**src/rtl/walus_pkg.sv**
```systemverilog
`timescale 1ns / 1ps
`default_nettype none
// ----------------------------------------------------------------------------
// walus_pkg
// Shared types and constants of the weekday alarm unit with snooze.
// ----------------------------------------------------------------------------
package walus_pkg;

  localparam int SLOT_REGS       = 4;
  localparam int SLOT_W          = 19;
  localparam int SNOOZE_W        = 11;
  localparam int ACC_W           = 12;
  localparam int CFG_IDX_W       = 3;
  localparam int MINUTES_PER_DAY = 24 * 60;
  localparam int DAYS_PER_WEEK   = 7;

  // alarm slot packing
  localparam int SLOT_EN_BIT   = 18;
  localparam int SLOT_MASK_LSB = 11;
  localparam int SLOT_HOUR_LSB = 6;

  // register index of the snooze length; slots sit below it
  localparam logic [CFG_IDX_W-1:0] REG_SNOOZE = 3'd4;

  typedef logic [1:0] slot_idx_t;

  typedef enum logic [1:0] {
    KIND_TIME    = 2'd0,
    KIND_SNOOZE  = 2'd1,
    KIND_DISMISS = 2'd2,
    KIND_RSVD    = 2'd3
  } kind_t;

  typedef enum logic [3:0] {
    ST_IDLE,
    ST_CUR_HI,
    ST_CUR_LO,
    ST_DATE,
    ST_SNZ_CMP,
    ST_SCAN,
    ST_SNZ_ADD,
    ST_SNZ_MOD,
    ST_DONE
  } state_t;

  typedef enum logic {
    ALU_ADD,
    ALU_SUB
  } alu_op_t;

  typedef struct packed {
    alu_op_t          op;
    logic [ACC_W-1:0] a;
    logic [ACC_W-1:0] b;
  } alu_req_t;

  typedef struct packed {
    logic [ACC_W-1:0] res;
    logic             ge;   // a >= b on a subtract
  } alu_rsp_t;

endpackage

`default_nettype wire

```
**src/rtl/walus_alu.sv**
```systemverilog
`timescale 1ns / 1ps
`default_nettype none
// ----------------------------------------------------------------------------
// walus_alu
// Shared 12-bit add / subtract-compare unit used by the sequencer.
// ----------------------------------------------------------------------------
module walus_alu (
  input  walus_pkg::alu_req_t req,
  output walus_pkg::alu_rsp_t rsp
);
  import walus_pkg::*;

  logic [ACC_W:0] diff;

  assign diff = {1'b0, req.a} - {1'b0, req.b};

  always_comb begin
    unique case (req.op)
      ALU_ADD: begin
        rsp.res = req.a + req.b;
        rsp.ge  = 1'b0;
      end
      ALU_SUB: begin
        rsp.res = diff[ACC_W-1:0];
        rsp.ge  = ~diff[ACC_W];
      end
      default: begin
        rsp.res = '0;
        rsp.ge  = 1'b0;
      end
    endcase
  end

endmodule

`default_nettype wire

```
**src/rtl/walus_cfg.sv**
```systemverilog
`timescale 1ns / 1ps
`default_nettype none
// ----------------------------------------------------------------------------
// walus_cfg
// Alarm slot and snooze length registers with a slot read port.
// ----------------------------------------------------------------------------
module walus_cfg (
  input  logic                              clk,
  input  logic                              rst_n,
  input  logic                              wr_en,
  input  logic [walus_pkg::CFG_IDX_W-1:0]   wr_idx,
  input  logic [walus_pkg::SLOT_W-1:0]      wr_data,
  input  walus_pkg::slot_idx_t              rd_idx,
  output logic [walus_pkg::SLOT_W-1:0]      rd_slot,
  output logic [walus_pkg::SNOOZE_W-1:0]    snooze_min
);
  import walus_pkg::*;

  logic [SLOT_W-1:0]   slot_r   [SLOT_REGS];
  logic [SNOOZE_W-1:0] snooze_r;

  always_ff @(posedge clk) begin
    if (!rst_n) begin
      for (int i = 0; i < SLOT_REGS; i++) slot_r[i] <= '0;
      snooze_r <= SNOOZE_W'(9);
    end else if (wr_en) begin
      if (wr_idx < CFG_IDX_W'(SLOT_REGS)) begin
        slot_r[wr_idx[1:0]] <= wr_data;
      end else if (wr_idx == REG_SNOOZE) begin
        snooze_r <= wr_data[SNOOZE_W-1:0];
      end
    end
  end

  assign rd_slot    = slot_r[rd_idx];
  assign snooze_min = snooze_r;

endmodule

`default_nettype wire

```
**src/rtl/weekday_alarm_unit_with_snooze.sv**
```systemverilog
`timescale 1ns / 1ps
`default_nettype none
// ----------------------------------------------------------------------------
// weekday_alarm_unit_with_snooze
// Weekly alarm unit with snooze, driven by date/time and button beats.
// ----------------------------------------------------------------------------
//  channel | dir | handshake             | payload
//  in_     | in  | in_tvalid/in_tready   | tuser kind, tdata date and time
//  out_    | out | out_tvalid/out_tready | tdata triggered, active flag/index
//  cfg_    | in  | cfg_valid/cfg_ready   | cfg_index, cfg_data
//
//  A beat runs these states when the result leaves at once: ST_CUR_HI and
//  ST_CUR_LO form the minute count in the shared adder, ST_DATE decodes the
//  kind and checks the date, then a time update scans one slot per cycle (up
//  to 4) or runs one snooze compare, and a snooze press on an active alarm
//  runs one add and two modulo passes; ST_DONE loads the output register and
//  ST_IDLE waits for the next accept. Dismiss, reserved kinds and a snooze
//  with no active alarm take the shortest path.
//  Reset is synchronous on rst_n. A new beat is taken while a result waits;
//  the sequencer holds in its last state until the output register is free.
// ----------------------------------------------------------------------------
module weekday_alarm_unit_with_snooze #(
  parameter int NUM_ALARMS = 4
) (
  input  logic                                 clk,
  input  logic                                 rst_n,
  input  logic                                 in_tvalid,
  output logic                                 in_tready,
  input  logic [39:0]                          in_tdata,  // year, month, day, weekday, hour, minute
  input  logic [1:0]                           in_tuser,  // kind
  output logic                                 out_tvalid,
  input  logic                                 out_tready,
  output logic [7:0]                           out_tdata, // triggered, active_valid, active_index
  input  logic                                 cfg_valid,
  output logic                                 cfg_ready,
  input  logic [walus_pkg::CFG_IDX_W-1:0]      cfg_index,
  input  logic [walus_pkg::SLOT_W-1:0]         cfg_data
);
  import walus_pkg::*;

  localparam int SCAN_SLOTS = (NUM_ALARMS < SLOT_REGS) ? NUM_ALARMS : SLOT_REGS;

  state_t state_r, state_nxt;

  // captured beat
  kind_t        kind_r;
  logic [11:0]  year_r;
  logic [3:0]   month_r;
  logic [4:0]   day_r;
  logic [2:0]   wday_r;
  logic [4:0]   hour_r;
  logic [5:0]   minute_r;

  logic [ACC_W-1:0]    acc_r, acc_nxt;
  logic                mod_pass_r, mod_pass_nxt;
  slot_idx_t           scan_idx_r, scan_idx_nxt;
  logic                fire_r, fire_nxt;

  logic [SLOT_REGS-1:0] fired_r, fired_nxt;
  logic                 active_r, active_nxt;
  slot_idx_t            active_slot_r, active_slot_nxt;
  logic [SNOOZE_W-1:0]  snz_end_r, snz_end_nxt;
  logic [11:0]          st_year_r, st_year_nxt;
  logic [3:0]           st_month_r, st_month_nxt;
  logic [4:0]           st_day_r, st_day_nxt;

  logic                 out_valid_r, out_valid_nxt;
  logic [7:0]           out_data_r, out_data_nxt;

  alu_req_t             alu_req;
  alu_rsp_t             alu_rsp;
  logic [SLOT_W-1:0]    rd_slot;
  logic [SNOOZE_W-1:0]  snooze_min;

  logic                 in_fire;
  logic [2:0]           wbit;
  logic [6:0]           wmask;
  logic                 slot_hit;

  assign in_tready  = (state_r == ST_IDLE);
  assign in_fire    = in_tvalid & in_tready;
  assign cfg_ready  = 1'b1;
  assign out_tvalid = out_valid_r;
  assign out_tdata  = out_data_r;

  walus_cfg u_cfg (
    .clk        (clk),
    .rst_n      (rst_n),
    .wr_en      (cfg_valid & cfg_ready),
    .wr_idx     (cfg_index),
    .wr_data    (cfg_data),
    .rd_idx     (scan_idx_r),
    .rd_slot    (rd_slot),
    .snooze_min (snooze_min)
  );

  walus_alu u_alu (
    .req (alu_req),
    .rsp (alu_rsp)
  );

  // weekday seven counts as Sunday
  assign wbit  = (wday_r < 3'(DAYS_PER_WEEK)) ? wday_r : 3'd0;
  assign wmask = rd_slot[SLOT_MASK_LSB +: 7];
  assign slot_hit = ~fired_r[scan_idx_r] & rd_slot[SLOT_EN_BIT] & wmask[wbit] &
                    (rd_slot[SLOT_HOUR_LSB +: 5] == hour_r) &
                    (rd_slot[5:0] == minute_r);

  always_ff @(posedge clk) begin
    if (!rst_n) begin
      state_r       <= ST_IDLE;
      mod_pass_r    <= 1'b0;
      scan_idx_r    <= '0;
      fire_r        <= 1'b0;
      fired_r       <= '0;
      active_r      <= 1'b0;
      active_slot_r <= '0;
      snz_end_r     <= '0;
      st_year_r     <= '0;
      st_month_r    <= '0;
      st_day_r      <= '0;
      out_valid_r   <= 1'b0;
    end else begin
      state_r       <= state_nxt;
      mod_pass_r    <= mod_pass_nxt;
      scan_idx_r    <= scan_idx_nxt;
      fire_r        <= fire_nxt;
      fired_r       <= fired_nxt;
      active_r      <= active_nxt;
      active_slot_r <= active_slot_nxt;
      snz_end_r     <= snz_end_nxt;
      st_year_r     <= st_year_nxt;
      st_month_r    <= st_month_nxt;
      st_day_r      <= st_day_nxt;
      out_valid_r   <= out_valid_nxt;
    end
  end

  always_ff @(posedge clk) begin
    acc_r      <= acc_nxt;
    out_data_r <= out_data_nxt;
    if (in_fire) begin
      kind_r   <= kind_t'(in_tuser);
      year_r   <= in_tdata[11:0];
      month_r  <= in_tdata[15:12];
      day_r    <= in_tdata[20:16];
      wday_r   <= in_tdata[23:21];
      hour_r   <= in_tdata[28:24];
      minute_r <= in_tdata[34:29];
    end
  end

  always_comb begin
    state_nxt       = state_r;
    acc_nxt         = acc_r;
    mod_pass_nxt    = mod_pass_r;
    scan_idx_nxt    = scan_idx_r;
    fire_nxt        = fire_r;
    fired_nxt       = fired_r;
    active_nxt      = active_r;
    active_slot_nxt = active_slot_r;
    snz_end_nxt     = snz_end_r;
    st_year_nxt     = st_year_r;
    st_month_nxt    = st_month_r;
    st_day_nxt      = st_day_r;
    out_valid_nxt   = out_valid_r & ~out_tready;
    out_data_nxt    = out_data_r;
    alu_req.op      = ALU_ADD;
    alu_req.a       = acc_r;
    alu_req.b       = '0;

    unique case (state_r)
      ST_IDLE: begin
        if (in_fire) begin
          fire_nxt  = 1'b0;
          state_nxt = ST_CUR_HI;
        end
      end
      ST_CUR_HI: begin
        // hour * 60 = hour * 64 - hour * 4
        alu_req.op = ALU_SUB;
        alu_req.a  = {1'b0, hour_r, 6'b0};
        alu_req.b  = {5'b0, hour_r, 2'b0};
        acc_nxt    = alu_rsp.res;
        state_nxt  = ST_CUR_LO;
      end
      ST_CUR_LO: begin
        alu_req.op = ALU_ADD;
        alu_req.b  = {6'b0, minute_r};
        acc_nxt    = alu_rsp.res;
        state_nxt  = ST_DATE;
      end
      ST_DATE: begin
        unique case (kind_r)
          KIND_TIME: begin
            if (year_r != st_year_r || month_r != st_month_r || day_r != st_day_r) begin
              fired_nxt    = '0;
              st_year_nxt  = year_r;
              st_month_nxt = month_r;
              st_day_nxt   = day_r;
            end
            scan_idx_nxt = '0;
            state_nxt    = (snz_end_r != '0) ? ST_SNZ_CMP : ST_SCAN;
          end
          KIND_SNOOZE: begin
            state_nxt = active_r ? ST_SNZ_ADD : ST_DONE;
          end
          KIND_DISMISS: begin
            active_nxt      = 1'b0;
            active_slot_nxt = '0;
            snz_end_nxt     = '0;
            state_nxt       = ST_DONE;
          end
          default: state_nxt = ST_DONE;
        endcase
      end
      ST_SNZ_CMP: begin
        alu_req.op = ALU_SUB;
        alu_req.b  = {1'b0, snz_end_r};
        if (alu_rsp.ge) begin
          snz_end_nxt = '0;
          fire_nxt    = 1'b1;
        end
        state_nxt = ST_DONE;
      end
      ST_SCAN: begin
        // fired flags of this beat see the date clear from ST_DATE
        if (slot_hit) begin
          fired_nxt[scan_idx_r] = 1'b1;
          active_nxt            = 1'b1;
          active_slot_nxt       = scan_idx_r;
          fire_nxt              = 1'b1;
          state_nxt             = ST_DONE;
        end else if (scan_idx_r == 2'(SCAN_SLOTS - 1)) begin
          state_nxt = ST_DONE;
        end else begin
          scan_idx_nxt = scan_idx_r + 2'd1;
        end
      end
      ST_SNZ_ADD: begin
        alu_req.op   = ALU_ADD;
        alu_req.b    = {1'b0, snooze_min};
        acc_nxt      = alu_rsp.res;
        mod_pass_nxt = 1'b0;
        state_nxt    = ST_SNZ_MOD;
      end
      ST_SNZ_MOD: begin
        // sum stays below 3 * 1440, so two conditional subtracts suffice
        alu_req.op = ALU_SUB;
        alu_req.b  = ACC_W'(MINUTES_PER_DAY);
        if (alu_rsp.ge) acc_nxt = alu_rsp.res;
        if (mod_pass_r) begin
          snz_end_nxt     = alu_rsp.ge ? alu_rsp.res[SNOOZE_W-1:0] : acc_r[SNOOZE_W-1:0];
          active_nxt      = 1'b0;
          active_slot_nxt = '0;
          state_nxt       = ST_DONE;
        end
        mod_pass_nxt = 1'b1;
      end
      ST_DONE: begin
        if (!out_valid_r || out_tready) begin
          out_valid_nxt = 1'b1;
          out_data_nxt  = {4'b0, active_r ? active_slot_r : 2'd0, active_r, fire_r};
          state_nxt     = ST_IDLE;
        end
      end
      default: state_nxt = ST_IDLE;
    endcase
  end

endmodule

`default_nettype wire

```
**config.mk**
```make
export PLATFORM = sky130hd
export DESIGN_NAME = weekday_alarm_unit_with_snooze
export DESIGN_NICKNAME = d
export VERILOG_FILES = /design/src/rtl/walus_pkg.sv /design/src/rtl/walus_alu.sv /design/src/rtl/walus_cfg.sv /design/src/rtl/weekday_alarm_unit_with_snooze.sv
export SDC_FILE = /design/constraint.sdc
export NUM_CORES = 1
export LEC_CHECK = 0
export BUFFER_PORTS_ARGS = -buffer_cell sky130_fd_sc_hd__buf_2
export CAP_MARGIN = 20
export CORE_AREA = 2 2 137 139
export DETAILED_ROUTE_END_ITERATION = 6
export DIE_AREA = 0 0 139 141
export MAX_ROUTING_LAYER = met4
export PLACE_DENSITY_LB_ADDON = 0.05
export SYNTH_ARGS = -nofsm -noshare
export SYNTH_HDL_FRONTEND = slang
export SYNTH_HIERARCHICAL = 1
export SYNTH_SLANG_ARGS = --single-unit
```
**constraint.sdc**
```tcl
create_clock -name clk -period 4.4 [get_ports clk]
set_input_delay 0.22 -clock clk [delete_from_list [all_inputs] [get_ports clk]]
set_output_delay 0.22 -clock clk [all_outputs]
set_load 0.1 [all_outputs]
```
Word level (Yosys, flattened, before mapping):

Memories as Yosys holds them, arrays and structs flattened. A register that Yosys moved wholly into a read port is not among the register bits.
Cells that the tools add are included.

* shift-type cells: 0
* $lt $le $gt $ge: 5
* add/sub/neg operators: 3
* multipliers: 0
* div/mod/pow operators: 0
* reduce and logical (&&, ||, !) cells: 27
* eq/ne operators: 29
* muxes and demuxes: 59
* bitwise operators: 12

Operators by type and width (number)
* 11-bit case mux with 5 select lines: 1
* 11-bit 2-to-1 mux: 4
* 4-bit 2-to-1 mux: 9
* 4-bit case mux with 9 select lines: 1
* 11-bit case mux with 3 select lines: 1
* 13-bit case mux with 2 select lines: 1
* 12-bit 2-to-1 mux: 2
* 12-bit case mux with 2 select lines: 1
* 4-bit AND reduction: 6
* 19-bit 2-to-1 mux: 1
* 19-bit OR reduction: 1
* 1-bit 2-to-1 mux: 18
* 2-bit 2-to-1 mux: 9
* 2-bit inequality test, second input constant: 9
* 4-bit by 3-bit equality test with 1-bit output, second input constant: 4
* 4-bit case mux with 2 select lines: 2
* 12-bit by 11-bit subtractor with 13-bit output: 1
* 12-bit by 11-bit adder with 12-bit output: 1
* 12-bit inequality test: 1
* 11-bit nonzero test: 1
* 3-bit nonzero test: 3
* 4-bit by 2-bit equality test with 1-bit output, second input constant: 2
* 1-bit bitwise AND: 6
* 6-bit equality test: 1
* other kinds (34): 49

* bits in latches: 0
* memories kept: 1
* input bits: 69
* memory bits (writable): 76
* flip-flop bits (word level): 112
* bits in read-only memories: 0
* output and inout bits: 11
* word-level logic and storage cells: 159

Memory list
* u_cfg.slot_r: words 4, width 19, read ports 1, clocked after Yosys merged registers in 1, wr ports 4, line walus_cfg.sv:19 `logic [SLOT_W-1:0] slot_r [SLOT_REGS];`

Logic depth before layout (Yosys ltp):

Gate-level depths: netlist (run 1).

* word-level depth: 11
* gate-level depth with buffers: 21
* mapped depth without buffers: 18

Cells and area by module:

Netlist (run 1), hierarchy kept.

By module, submodules not included
* weekday_alarm_unit_with_snooze: area an instance 4757.1 sq um, cells an instance 440, times used 1, sequential area each 2552.4 sq um
* walus_cfg: area an instance 3794.9 sq um, cells an instance 267, times used 1, sequential area each 2502.4 sq um
* walus_alu: area an instance 1062.3 sq um, cells an instance 151, times used 1, sequential area each 0.0 sq um

Worst setup path after synthesis (run 1):

No wires, ideal clock.

* path type: register to register
* from: register state_r[2]
* to: register day_r[0] (enable)
* cell stages (with the launch flop): 5
* data arrival time: 4647 ps
* required time: 4008 ps
* path slack: -639 ps
* setup time: 392 ps
* buffers on the path: 1
* period minus slack after synthesis: 5039 ps
* path through: dfxtp_1 -> clkbuf_1 -> nor4_1 -> nand2_1 -> inv_1

* word-level cells in the longest chain between the ends: 2

Ends and longest elaborated chain
* start, declared: line weekday_alarm_unit_with_snooze.sv:43 `state_t state_r, state_nxt;`
* start signal, assigned: line weekday_alarm_unit_with_snooze.sv:124 `state_r <= state_nxt;`
* 4-bit zero test: line weekday_alarm_unit_with_snooze.sv:80 `assign in_tready = (state_r == ST_IDLE);`
* via in_tready: line weekday_alarm_unit_with_snooze.sv:28 `output logic in_tready,`
* 1-bit bitwise AND: line weekday_alarm_unit_with_snooze.sv:81 `assign in_fire = in_tvalid & in_tready;`
* via in_fire: line weekday_alarm_unit_with_snooze.sv:75 `logic in_fire;`
* end signal, assigned: line weekday_alarm_unit_with_snooze.sv:146 `day_r <= in_tdata[20:16];`
* end, declared: line weekday_alarm_unit_with_snooze.sv:49 `logic [4:0] day_r;`

The timed path passes the listed nets, and every way through them passes these cells.
A chain may end at the register's enable or synchronous reset.

==> results.cfg, run 1 <==
[synthesis]
synth_edf_count = 129
yosys-top-cells-area = edfxtp_1 (40%), dfxtp_1 (12%), mux2i_1 (3.6%)
synth_top_area_frac = 0.403
syn_area_um2 = 9610
synth_cells = 858
synth-seq-cells = 188
yosysSeqAreaShare = 0.526
avgSynthCellArea_um2 = 11.2
yosys-top-cells-count = edfxtp_1 (129), nand2_1 (80), nor3_1 (65), dfxtp_1 (59), inv_1 (51)
yosysTopAreaCell = edfxtp_1
yosysWarnings = 6
ys_async_sr_fraction = 0
synth-main-ff-cell = edfxtp_1
yosysUniqueCellTypes = 76
yosysMostFrequentCell = edfxtp_1

[routing]
wire_per_inst_um = 17.8
drc = 0
wirelength_mm = 21.4
vias_per_cell = 5.53
num_vias = 6632
ant_nets = 0
drt_iter0_markers = 298
firstDrtPassIters = 5

[clock_tree]
clockBufferDepth = 2
cts_buffers = 17
clk_pin_slew_ns = 0.08
cts_root_buffer = clkbuf_16
clkSinkCount = 188
cts_resized = 0
clk_latency_ns = 0.44
cts_tree = yes
htree_levels = 4

[setup_path]
crit_start = state_r[1]$_SDFFE_PN0P_
slowest_stage = dfxtp_1
path_cells = nand2_1 -> nor3_1 -> buf_4 -> a22oi_1 -> nand3_1 -> inv_1 -> ha_1 -> nor2b_4 -> o211a_1 -> or2_1 -> a221o_1 -> a211oi_1 -> nor2_1 -> a21oi_1 -> a21o_1 -> nand2_1 -> a21boi_0
start_kind = flip-flop
max_stage_delay_ns = 0.48
critPathMaxFanout = 11
cpMostUsedCell = nand2_1
arrival_ns = 4.34
critPathKind = reg -> reg
crit_required_ns = 4.73
worstSetupEndpointType = flip-flop
r2r-start = state_r[1]$_SDFFE_PN0P_

[timing]
drv_slew = 0
hold_viol = 0
finalSetupViolCount = 0
timing.final.crit_share = 0.912
max_freq_mhz = 249
setup_ws_ns = 0.387
skew_ns = 0.0167
rsz0062_at_grt = no
fin_crit_ns = 4.01
whs_ns = 0.0492
finalSetupTns_ns = 0
worst_slew_pin_slew_ns = 1.09
relSlewSlack = 0.275

[status]
status = finished, final reports clean

[global_routing]
grt_pass1_wl_mm = 34.9
overflow = 0
grt_pass1_vias = 6749
grt_max_degree = 82
antenna_found_initial = 0
track_usage = 0.232

[hold_path]
hold_class = in -> reg
hp-start = cfg_data[1]

[placement]
place_ws_ns = 0.444
placedInstanceArea_um2 = 10200
dp_hpwl_mm = 15.2
gp_congestion = 0.803
port_buffers = 69
place_inst = 1131

[power]
power_mw = 4.80
peakVddDrop_mv = 0.307
power_density_nw_per_um2 = 430
power_leakage_nw = 3.97

[finish]
nNetsFinal = 1051
final_util = 0.611
area_growth_pct = 16.1
layout-drive-gt1-share = 0.168
diodes = 0
final_area_um2 = 11200
layout.cells.non_filler = 1200

[job]
maxCapViolCount = 0

[floorplanning]
dieHeight_um = 141
rows = 50
initial_utilization = 0.526
fp.dieW_um = 139
ios = 80
dieArea_um2 = 19600
core_area_um2 = 18300
==> sequential cells by signal, summed over array words and instances (netlist names), 2 cells and up <==
register and cells:
kind_r 2, st_day_r 5, out_tdata 4, st_year_r 12, acc_r 12, u_cfg/slot_r 76, wday_r 3, u_cfg/snooze_min 11
minute_r 6, state_r 4, fired_r 4, st_month_r 4, month_r 4, snz_end_r 11, scan_idx_r 2, active_slot_r 2
hour_r 5, day_r 5, year_r 12
==> layout make-up <==
class,count,area (um2)
Fill cell,1504,7100
Sequential cell,188,5050
Multi-Input combinational cell,566,4120
Timing Repair Buffer,129,888
Clock buffer,17,425
Tap cell,234,293
Clock inverter,15,196
Inverter,51,191
==> power by group <==
part,leakage [nW],switching [mW],internal (mW)
logic,1.96,0.672,0.420
registers,1.71,0.0696,2.07
clock network,0.297,0.745,0.822
total,3.97,1.49,3.31
==> repair_timing <==
item / 4_1_cts / 5_1_grt
hold endpoints to repair: 37 / 0
buffers inserted: 0 / 0
hold buffers: 37 / 0
endpoints found under the setup margin: 0 / 0
==> critical path, delay by kind of cell, from the launching register on <==
family	cells	cell delay [ns]
buffers and inverters	2	0.27
adder cells (fa/ha/maj)	1	0.40
flip-flops	1	0.48
AO/OA/AOI/OAI	7	1.56
AND/OR/NAND/NOR	7	1.22
==> worst paths after layout <==
| check | to | slack (ns) | cells past startpoint |
|---|---|---|---|
| worst max-delay path | snz_end_r[10]$_SDFFE_PN0P_ | 0.39 | 17 |
| worst max register to register | snz_end_r[10]$_SDFFE_PN0P_ | 0.39 | 17 |
| worst min register to register | out_tdata[0]$_DFFE_PP_ | 0.45 | 0 |
| worst min-delay path | u_cfg/snooze_min[1]$_SDFFE_PN0P_ | 0.05 | 3 |
==> cells by family (layout without fill, tap and decap cells) <==
| group | count (synthesis) | count (layout) | share of synthesized area |
|---|---|---|---|
| xor+xnor | 42 | 42 | 0.0383 |
| fa+ha+maj | 29 | 29 | 0.0393 |
| compound gates | 123 | 123 | 0.0855 |
| flops | 188 | 188 | 0.526 |
| other cells | 2 | 6 | 0.000781 |
| simple gates | 301 | 301 | 0.162 |
| buf+inv | 108 | 212 | 0.0502 |
| mux | 65 | 65 | 0.0985 |
==> routing by layer <==
metal / GRT usage / wire length [um] / part of all wire
met5: - / 0 / 0
met4: 0.0707 / 372 / 0.017
met3: 0.0411 / 924 / 0.043
met2: 0.388 / 10700 / 0.50
met1: 0.293 / 9380 / 0.44
==> layout by cell type, fill, tap and decap left out, drive strengths merged, types with 3 or more instances in the layout <==
master and instances:
a21boi 11, a21oi 30, a22oi 6, and2 3, buf 92, clkbuf 17
clkinv 7, conb 6, dfxtp 59, dlygate4sd3 37, edfxtp 129, ha 27
inv 57, mux2 10, mux2i 35, mux4 20, nand2 80, nand2b 9
nand3 23, nand3b 4, nand4 9, nor2 43, nor2b 39, nor3 68
nor3b 3, nor4 7, o211ai 3, o21ai 32, o21bai 3, o22ai 3
o2bb2ai 4, o31ai 5, o41ai 3, xnor2 35, xor2 7
No activity file was read; power rests on OpenSTA's default activity.
==> run 2: changes to the inputs <==
--- a/config.mk
+++ b/config.mk
@@ -7,9 +7,11 @@
 export LEC_CHECK = 0
 export BUFFER_PORTS_ARGS = -buffer_cell sky130_fd_sc_hd__buf_2
 export CAP_MARGIN = 20
-export CORE_AREA = 2 2 137 139
+export CELL_PAD_IN_SITES_DETAIL_PLACEMENT = 1
+export CELL_PAD_IN_SITES_GLOBAL_PLACEMENT = 1
+export CORE_AREA = 2 2 151 153
 export DETAILED_ROUTE_END_ITERATION = 6
-export DIE_AREA = 0 0 139 141
+export DIE_AREA = 0 0 153 155
 export MAX_ROUTING_LAYER = met4
 export PLACE_DENSITY_LB_ADDON = 0.05
 export SYNTH_ARGS = -nofsm -noshare
==> results.cfg, run 2 (synthesized netlist as in run 1, its figures left out) <==
[setup_path]
slowest_stage = ha_1
r2r_slack_ns = 0.41
r2r_end = snz_end_r[8]$_SDFFE_PN0P_
reg2reg_depth = 18
crit_required_ns = 4.75
worstSetupEndpointType = flip-flop
path_cells = inv_1 -> nand2_1 -> nor3_2 -> buf_4 -> nand2_1 -> nand3_1 -> inv_1 -> ha_1 -> nor2b_4 -> o211a_1 -> or2_1 -> a221o_1 -> a211oi_1 -> nor2_1 -> a21oi_1 -> a21o_1 -> nand2_1 -> a21boi_0
start_kind = flip-flop
arrival_ns = 4.34
max_stage_delay_ns = 0.40
r2r-start = state_r[1]$_SDFFE_PN0P_
cpMostUsedCell = nand2_1
critPathKind = reg -> reg
critPathMaxFanout = 16

[placement]
gp_congestion = 0.811
placedInstanceArea_um2 = 10300
dp_hpwl_mm = 17.0
port_buffers = 69

[timing]
hold_viol = 0
skew_ns = 0.0185
relSlewSlack = 0.296
max_freq_mhz = 251
timing.final.crit_share = 0.907
drv_slew = 0
finalSetupViolCount = 0
fin_crit_ns = 3.99
finalSetupTns_ns = 0
worst_slew_pin_slew_ns = 1.05
rsz0062_at_grt = no

[finish]
layout_commonest_cell = edfxtp_1
area_growth_pct = 16.9
layout-drive-gt1-share = 0.172
final_util = 0.506
nNetsFinal = 1055
largest_register = u_cfg/slot_r
final_cell_mix = edfxtp_1 (129), nand2_1 (80), buf_2 (69)
final_area_um2 = 11200
largest_reg_flops = 76
diodes = 0

[power]
clockPowerShare = 0.316
internal_power_mw = 3.26
power_frac_seq = 0.450
p_switching_mw = 1.51
power_density_nw_per_um2 = 424
combPwrFrac = 0.234
p_sw_frac = 0.317
peakVddDrop_mv = 0.256
power_leakage_nw = 3.99

[job]
maxCapViolCount = 0

[routing]
wirelength_mm = 24.1
wire_per_inst_um = 19.2
firstDrtPassIters = 7
drt_iter0_markers = 410
drc = 0
num_vias = 6745
ant_nets = 0
vias_per_cell = 5.37

[floorplanning]
rows = 55
dieArea_um2 = 23700
initial_utilization = 0.433
dieHeight_um = 155
core_area_um2 = 22200
ios = 80
fp.dieW_um = 153

[clock_tree]
clockBufferDepth = 2
cts_buffers = 17
htree_levels = 4
cts_root_buffer = clkbuf_16
clk_latency_ns = 0.44
clk_pin_slew_ns = 0.08
cts_tree = yes
clkSinkCount = 188
post_cts_buffers = 0

[hold_path]
hp-start = cfg_data[2]
whs_path_depth = 3
hold_class = in -> reg
holdPathEnd = u_cfg/snooze_min[2]$_SDFFE_PN0P_

[global_routing]
grt_pass1_wl_mm = 38.6
overflow = 0
antenna_found_initial = 0
track_usage = 0.213
grt_pass1_vias = 7122
grt_max_degree = 82

[status]
status = finished, final reports clean
-- run 2: how the worst max path moves through the flow --
stage | from | to | slack (ns) | cells past startpoint
floorplan | state_r[1]$_SDFFE_PN0P_ | acc_r[0]$_DFFE_PP_ | 0.16 | 21
global placement | state_r[1]$_SDFFE_PN0P_ | acc_r[0]$_DFFE_PP_ | 0.38 | 18
detailed placement | state_r[1]$_SDFFE_PN0P_ | snz_end_r[0]$_SDFFE_PN0P_ | 0.31 | 17
CTS | state_r[1]$_SDFFE_PN0P_ | snz_end_r[7]$_SDFFE_PN0P_ | 0.26 | 17
global route | state_r[1]$_SDFFE_PN0P_ | snz_end_r[1]$_SDFFE_PN0P_ | 0.10 | 18
finish | state_r[1]$_SDFFE_PN0P_ | snz_end_r[8]$_SDFFE_PN0P_ | 0.41 | 18
-- run 2: power groups by stage --
stage / sequential (mW) / clock [mW] / combinational, mW
global placement: 2.17 / 0 / 1.06
finish: 2.14 / 1.51 / 1.12
CTS: 2.15 / 1.54 / 1.12
detailed placement: 2.18 / 0 / 1.08
global route: 2.16 / 1.61 / 1.24
floorplan: 2.16 / 0 / 0.793
-- run 2: timing repair --
item                                    CTS  global route
hold endpoints to repair                 37             0
resized for setup                         0             1
endpoints found under the setup margin    0            10
hold buffers                             37             0
-- run 2: worst max-delay path, delay by kind of cell, from the launching register on --
family                   cells  cell delay (ns)
AO/OA/AOI/OAI                6             1.49
buffers and inverters        3             0.46
adder cells (fa/ha/maj)      1             0.40
AND/OR/NAND/NOR              8             1.18
flip-flops                   1             0.39
-- run 2: through the flow --
stage | total power [mW] | hold slack [ns] | std cells | worst slack [ns]
3_5_place_dp | 3.27 | 0.398 | 1184 | 0.309
3_3_place_gp | 3.23 | 0.396 | 1184 | 0.381
2_1_floorplan | 2.95 | 0.319 | 862 | 0.157
5_1_grt | 5.01 | 0.0677 | 1255 | 0.102
6_report | 4.77 | 0.0611 | 1255 | 0.410
4_1_cts | 4.81 | 0.0440 | 1253 | 0.260
-- run 2: final cells by class --
cell class,instances,area (um2)
clock inverter,14,153
tap,285,357
inverter,51,191
timing repair buffer,133,935
sequential,188,5060
clock buffer,18,429
fill,2378,11000
multi-input combinational,566,4120
-- run 2: layer usage --
metal / up-vias / wire (um) / track usage / share of wire
met1: 3349 / 11200 / 0.279 / 0.47
met2: 101 / 12000 / 0.353 / 0.50
li1: 3275 / - / - / -
met4: 0 / 371 / 0.0600 / 0.015
met3: 20 / 524 / 0.0276 / 0.022
met5: - / 0 / - / 0
